### src/framed_packet_receiver_crc8_assert.svh
// Assertion macros used by the framed packet receiver controller.
`ifndef FRAMED_PACKET_RECEIVER_CRC8_ASSERT_SVH
`define FRAMED_PACKET_RECEIVER_CRC8_ASSERT_SVH

`ifndef NO_ASSERTIONS

// Checks that a condition implies a consequence at the same clock edge.
`define FPRC8_ASSERT_SAME(label, clk, rst, ante, cons) \
   label: assert property (@(posedge clk) disable iff (rst) (ante) |-> (cons)) \
      else $error("fprc8 assertion failed");

// Checks that a condition implies a consequence at the following clock edge.
`define FPRC8_ASSERT_NEXT(label, clk, rst, ante, cons) \
   label: assert property (@(posedge clk) disable iff (rst) (ante) |=> (cons)) \
      else $error("fprc8 assertion failed");

`else

`define FPRC8_ASSERT_SAME(label, clk, rst, ante, cons)
`define FPRC8_ASSERT_NEXT(label, clk, rst, ante, cons)

`endif

`endif

### src/fprc8_pkg.sv
// Types, constants and the CRC-8 step function of the framed packet receiver.
`default_nettype none

package fprc8_pkg;

   localparam int BUFFER_BYTES_DEFAULT = 64;
   localparam int HEADER_BYTES         = 3;
   localparam int HEADER_AND_CHECK     = 4;
   localparam int BYTE_W               = 8;
   localparam int KIND_W               = 3;
   localparam int FRAME_LEN_W          = 6;
   localparam int BYTE_INDEX_W         = 6;
   localparam int LEN_CMP_W            = BYTE_W + 1;
   localparam int CSR_INDEX_W          = 2;

   localparam logic [BYTE_W-1:0] START_BYTE_RESET   = 8'hFF;
   localparam logic [BYTE_W-1:0] ACTION_LIMIT_RESET = 8'hFF;
   localparam logic [BYTE_W-1:0] CRC_POLY           = 8'h07;

   localparam logic [CSR_INDEX_W-1:0] CSR_START_BYTE   = 2'd0;
   localparam logic [CSR_INDEX_W-1:0] CSR_ACTION_LIMIT = 2'd1;

   typedef enum logic [KIND_W-1:0] {
      KIND_PAYLOAD    = 3'd0,
      KIND_EMPTY      = 3'd1,
      KIND_BAD_ACTION = 3'd2,
      KIND_BAD_CRC    = 3'd3,
      KIND_BAD_LENGTH = 3'd4
   } kind_type;

   typedef enum logic [2:0] {
      ST_IDLE,
      ST_ACTION,
      ST_LENGTH,
      ST_DATA,
      ST_PRIME,
      ST_EMIT
   } state_type;

   typedef enum logic [2:0] {
      OP_NONE,
      OP_START,
      OP_ACTION,
      OP_LENGTH,
      OP_DATA
   } byte_op_type;

   typedef struct packed {
      byte_op_type op;
      logic        emit_start;
      logic        emit_prime;
      logic        emit_next;
      logic        out_load;
      kind_type    out_kind;
   } ctrl_cmd_type;

   typedef struct packed {
      logic is_start;
      logic action_bad;
      logic fill_full;
      logic frame_done;
      logic crc_ok;
      logic len_zero;
      logic emit_last;
   } dp_status_type;

   typedef struct packed {
      kind_type                 kind;
      logic [BYTE_W-1:0]        action;
      logic [FRAME_LEN_W-1:0]   frame_length;
      logic [BYTE_W-1:0]        payload_byte;
      logic [BYTE_INDEX_W-1:0]  byte_index;
      logic                     last;
   } rsp_payload_type;

   // One byte of CRC-8, polynomial 0x07, MSB first.
   function automatic logic [BYTE_W-1:0] crc8_step(input logic [BYTE_W-1:0] crc,
                                                   input logic [BYTE_W-1:0] data);
      logic [BYTE_W-1:0] c;
      c = crc ^ data;
      for (int i = 0; i < BYTE_W; i++) begin
         c = c[BYTE_W-1] ? ((c << 1) ^ CRC_POLY) : (c << 1);
      end
      return c;
   endfunction

endpackage

`default_nettype wire

### src/fprc8_ctrl.sv
// Controller: frame parsing state machine, input and result handshakes.
`default_nettype none

`include "framed_packet_receiver_crc8_assert.svh"

module fprc8_ctrl import fprc8_pkg::*; (
   input  wire logic          clock,
   input  wire logic          reset,
   input  wire logic          req_valid,
   output logic               req_ready,
   output logic               rsp_valid,
   input  wire logic          rsp_ready,
   input  wire dp_status_type status,
   output ctrl_cmd_type       cmd
);

   state_type state_ff, state_in;
   logic      rsp_valid_ff, rsp_valid_in;
   logic      out_free;
   logic      accept;

   // The result register is free when empty or being emptied by this transfer.
   assign out_free = !rsp_valid_ff || rsp_ready;

   always_comb begin
      case (state_ff)
         ST_IDLE, ST_LENGTH: req_ready = 1'b1;
         ST_ACTION, ST_DATA: req_ready = out_free;
         default:            req_ready = 1'b0;
      endcase
   end

   assign accept = req_valid && req_ready;

   always_comb begin
      state_in       = state_ff;
      cmd.op         = OP_NONE;
      cmd.emit_start = 1'b0;
      cmd.emit_prime = 1'b0;
      cmd.emit_next  = 1'b0;
      cmd.out_load   = 1'b0;
      cmd.out_kind   = KIND_PAYLOAD;
      case (state_ff)
         ST_IDLE: begin
            if (accept && status.is_start) begin
               cmd.op   = OP_START;
               state_in = ST_ACTION;
            end
         end
         ST_ACTION: begin
            if (accept) begin
               if (status.action_bad) begin
                  cmd.out_load = 1'b1;
                  cmd.out_kind = KIND_BAD_ACTION;
                  state_in     = ST_IDLE;
               end else begin
                  cmd.op   = OP_ACTION;
                  state_in = ST_LENGTH;
               end
            end
         end
         ST_LENGTH: begin
            if (accept) begin
               cmd.op   = OP_LENGTH;
               state_in = ST_DATA;
            end
         end
         ST_DATA: begin
            if (accept) begin
               if (status.fill_full) begin
                  cmd.out_load = 1'b1;
                  cmd.out_kind = KIND_BAD_LENGTH;
                  state_in     = ST_IDLE;
               end else begin
                  cmd.op = OP_DATA;
                  if (status.frame_done) begin
                     if (!status.crc_ok) begin
                        cmd.out_load = 1'b1;
                        cmd.out_kind = KIND_BAD_CRC;
                        state_in     = ST_IDLE;
                     end else if (status.len_zero) begin
                        cmd.out_load = 1'b1;
                        cmd.out_kind = KIND_EMPTY;
                        state_in     = ST_IDLE;
                     end else begin
                        cmd.emit_start = 1'b1;
                        state_in       = ST_PRIME;
                     end
                  end
               end
            end
         end
         ST_PRIME: begin
            cmd.emit_prime = 1'b1;
            state_in       = ST_EMIT;
         end
         ST_EMIT: begin
            if (out_free) begin
               cmd.out_load  = 1'b1;
               cmd.out_kind  = KIND_PAYLOAD;
               cmd.emit_next = 1'b1;
               if (status.emit_last) begin
                  state_in = ST_IDLE;
               end
            end
         end
         default: state_in = ST_IDLE;
      endcase
   end

   always_comb begin
      rsp_valid_in = rsp_valid_ff;
      if (cmd.out_load) begin
         rsp_valid_in = 1'b1;
      end else if (rsp_ready) begin
         rsp_valid_in = 1'b0;
      end
   end

   always_ff @(posedge clock) begin
      if (reset) begin
         state_ff     <= ST_IDLE;
         rsp_valid_ff <= 1'b0;
      end else begin
         state_ff     <= state_in;
         rsp_valid_ff <= rsp_valid_in;
      end
   end

   assign rsp_valid = rsp_valid_ff;

   `FPRC8_ASSERT_SAME(a_no_input_while_emitting, clock, reset, (state_ff == ST_PRIME) || (state_ff == ST_EMIT), !req_ready)
   `FPRC8_ASSERT_SAME(a_load_only_when_free, clock, reset, cmd.out_load, out_free)
   `FPRC8_ASSERT_NEXT(a_prime_then_emit, clock, reset, state_ff == ST_PRIME, (state_ff == ST_EMIT) && !rsp_valid_ff)
   `FPRC8_ASSERT_NEXT(a_last_payload_ends_frame, clock, reset, (state_ff == ST_EMIT) && cmd.out_load && status.emit_last, (state_ff == ST_IDLE) && rsp_valid_ff)

endmodule

`default_nettype wire

### config.mk
export PLATFORM = sky130hd
export DESIGN_NAME = fprc8_ctrl
export DESIGN_NICKNAME = d
export VERILOG_FILES = /design/src/fprc8_pkg.sv /design/src/fprc8_ctrl.sv
export VERILOG_INCLUDE_DIRS = /design/src /design/src/src
export SDC_FILE = /design/constraint.sdc
export NUM_CORES = 1
export LEC_CHECK = 0
export BUFFER_PORTS_ARGS = -buffer_cell sky130_fd_sc_hd__buf_4
export CAP_MARGIN = 40
export CORE_AREA = 2 2 39 41
export CTS_BUF_LIST = sky130_fd_sc_hd__clkbuf_4 sky130_fd_sc_hd__clkbuf_8
export DETAILED_ROUTE_END_ITERATION = 7
export DIE_AREA = 0 0 41 43
export SLEW_MARGIN = 20
export SYNTH_ARGS = -nofsm -noshare
export SYNTH_HDL_FRONTEND = slang
export SYNTH_SLANG_ARGS = --single-unit
### constraint.sdc
create_clock -name clock -period 1.4 [get_ports clock]
set_input_delay 0 -clock clock [delete_from_list [all_inputs] [get_ports clock]]
set_output_delay 0 -clock clock [all_outputs]
set_load 0.02 [all_outputs]
==> flow_summary.json <==
{
  "status": "finished with violations",
  "violations": "setup timing",
  "place_area_sq_um": 619.3,
  "syn-num-nets": 67,
  "path_class": "flop to output port",
  "start_util_pct": 30.11,
  "crit_arrival_ns": 1.50,
  "cts_tree": "done",
  "final.setup.worst_slack_ns": -0.1046,
  "first_global_vias": 527,
  "diodes": 0,
  "numPlacedInstances": 97,
  "numCtsBuffers": 3,
  "grt_max_degree": 8,
  "timing.fmax_ghz": 0.6646,
  "synth-simple-area-share_pct": 38.14,
  "vias": 563,
  "io_pins": 23,
  "synth_top_area_cell": "dfxtp_1",
  "routedWlPerCell_um": 12.19,
  "period_share_pct": 107.5,
  "worstPathMaxFanout": 3,
  "hold_violations": 0,
  "drive_above_1_share_pct": 58.70,
  "h-tree-depth": 1,
  "start_kind": "flop",
  "synth_top_family_by_area": "simple AND/OR/NAND/NOR gates",
  "wl_um": 1316,
  "grt_usage_pct": 16.65,
  "slew_headroom_pct": 77.68,
  "p_leak_nw": 0.3412,
  "fp.coreArea_sq_um": 1384,
  "drv_slew": 0,
  "die_width_um": 41,
  "layout_common_cells": "buf_4 (33), nor2_1 (8), a21oi_1 (4)",
  "muxShareOfSynthArea_pct": 2.402,
  "ys.flop_type": "dfxtp_1",
  "seq_area_frac_synth_pct": 19.22,
  "synthesis.area_sq_um": 416.7,
  "drc": 0,
  "worstReg2RegStart": "state_ff[2]$_SDFFE_PP0P_",
  "rsz0062_at_grt": "true",
  "async_reset_ff_share_pct": 0,
  "path_clk_slew_ns": 0.03,
  "yosys_warnings": 0,
  "min_period_ns": 1.505,
  "first_pass_iters": 4,
  "ys_seq_elements": 4,
  "grt_overflow": 0,
  "clk_latency_ns": 0.23,
  "gp_congestion": 0.8076,
  "synth_area_per_cell_sq_um": 7.440,
  "utilization_pct": 54.88,
  "final_cells": 108,
  "die_h_um": 43,
  "fin_area_sq_um": 759.5,
  "cts.sinks": 4,
  "nets": 105,
  "max_cap_violations": 0,
  "startpoint": "state_ff[2]$_SDFFE_PP0P_",
  "endpoint_kind": "output port",
  "ir_drop_mv": 0.3192,
  "synth_fa_ha_area_share_pct": 0,
  "final.setup.tns_ns": -0.2099,
  "finalSetupViolCount": 3,
  "cts_root_buf": "clkbuf_4",
  "area_growth_pct": 82.28,
  "dp_hpwl_um": 920.1,
  "min_path_type": "primary input to flop",
  "ant_nets": 0,
  "synth_top_area_share_pct": 19.22,
  "ys_types": 30,
  "worst_slew_pin_slew_ns": 0.3320,
  "final_common_cell": "buf_4",
  "dieArea_sq_um": 1763,
  "drtIter0Drc": 13,
  "synth_area_leaders": "dfxtp_1 (19%), nor2_1 (8.1%), a21oi_1 (6.0%)",
  "p_per_area_nw_per_um2": 548.0,
  "portBuffers": 22,
  "synth_xor_area_share_pct": 0,
  "synth-compound-area-share_pct": 30.33,
  "grt_pass1_wl_um": 2021,
  "finClkSkew_ns": 0.006460,
  "clockBufferDepth": 2,
  "synth-edff-count": 0,
  "antenna_found_initial": 0,
  "std_cell_rows": 14,
  "hp-start": "status[0]",
  "synth_cells": 56,
  "required_ns": 1.40,
  "vias_per_cell": 5.213
}
## timing repair
action                                  4_1_cts  5_1_grt
resized for setup                            12        5
endpoints found under the setup margin        3        6
setup buffers                                 8        0
pin swaps                                     4        3
hold buffers                                  1        0
hold endpoints to repair                      3        0
## through the flow
stage | setup WS (ns) | hold WS [ns] | power (mW)
2_1_floorplan | 0.008765 | 0.06907 | 0.1974
3_3_place_gp | 0.03455 | 0.1975 | 0.2545
3_5_place_dp | 0.03902 | 0.1920 | 0.2538
4_1_cts | -0.1376 | 0.07063 | 0.4183
5_1_grt | -0.1498 | 0.09661 | 0.4409
6_report | -0.1046 | 0.08285 | 0.4162
## kinds of logic after synthesis
| group | after synthesis |
|---|---|
| muxes | 1 |
| and+or+nand+nor | 26 |
| DFF | 4 |
| buffers and inverters | 6 |
| AOI/OAI and AO/OA | 19 |
## cell usage after synthesis, types with 2 or more instances
library cell / count
a21o_1: 2
a21oi_1: 5
a31oi_1: 3
buf_6: 2
dfxtp_1: 4
inv_1: 2
nand2_1: 2
nand2b_1: 4
nor2_1: 9
nor3_1: 2
o21ai_0: 2
## worst max-delay path, cell delays in order, from the launching register on
cell     delay [ns]
dfxtp_4        0.35
inv_4          0.07
nand4_4        0.11
or4b_4         0.52
nor2b_4        0.12
buf_6          0.11
## flip-flops by register name, summed over array words and instances (netlist names)
signal and cells:
state_ff 3, rsp_valid 1
## layout make-up
type	count	area (sq um)
Fill cell	150	624.3
Multi-Input combinational cell	46	332.8
Timing Repair Buffer	36	280.3
Sequential cell	4	90.09
Clock buffer	3	22.52
Tap cell	16	20.02
Inverter	3	13.76
## power breakdown
group	total, mW	internal [mW]	leakage (nW)	switching [mW]
logic	0.146	0.0802	0.292	0.0656
clock network	0.142	0.0958	0.0138	0.0464
registers	0.128	0.118	0.0349	0.00969
total	0.416	0.294	0.341	0.122
## final timing paths
path,end,slack (ns),cells after the start
min reg2reg,state_ff[1]$_SDFFE_PP0P_,0.57,2
max,cmd[0],-0.10,5
min,state_ff[2]$_SDFFE_PP0P_,0.08,3
max reg2reg,state_ff[2]$_SDFFE_PP0P_,-0.01,5
## layer usage
layer	vias up	global-route usage, %	wire, um	share of wire [%]
li1	278	-	-	-
met1	250	17.31	541	41
met2	31	27.50	655	50
met3	4	5.759	94	7.1
met4	0	8.667	25	1.9
met5	-	0	0	0
(Power assumes the default switching activity.)
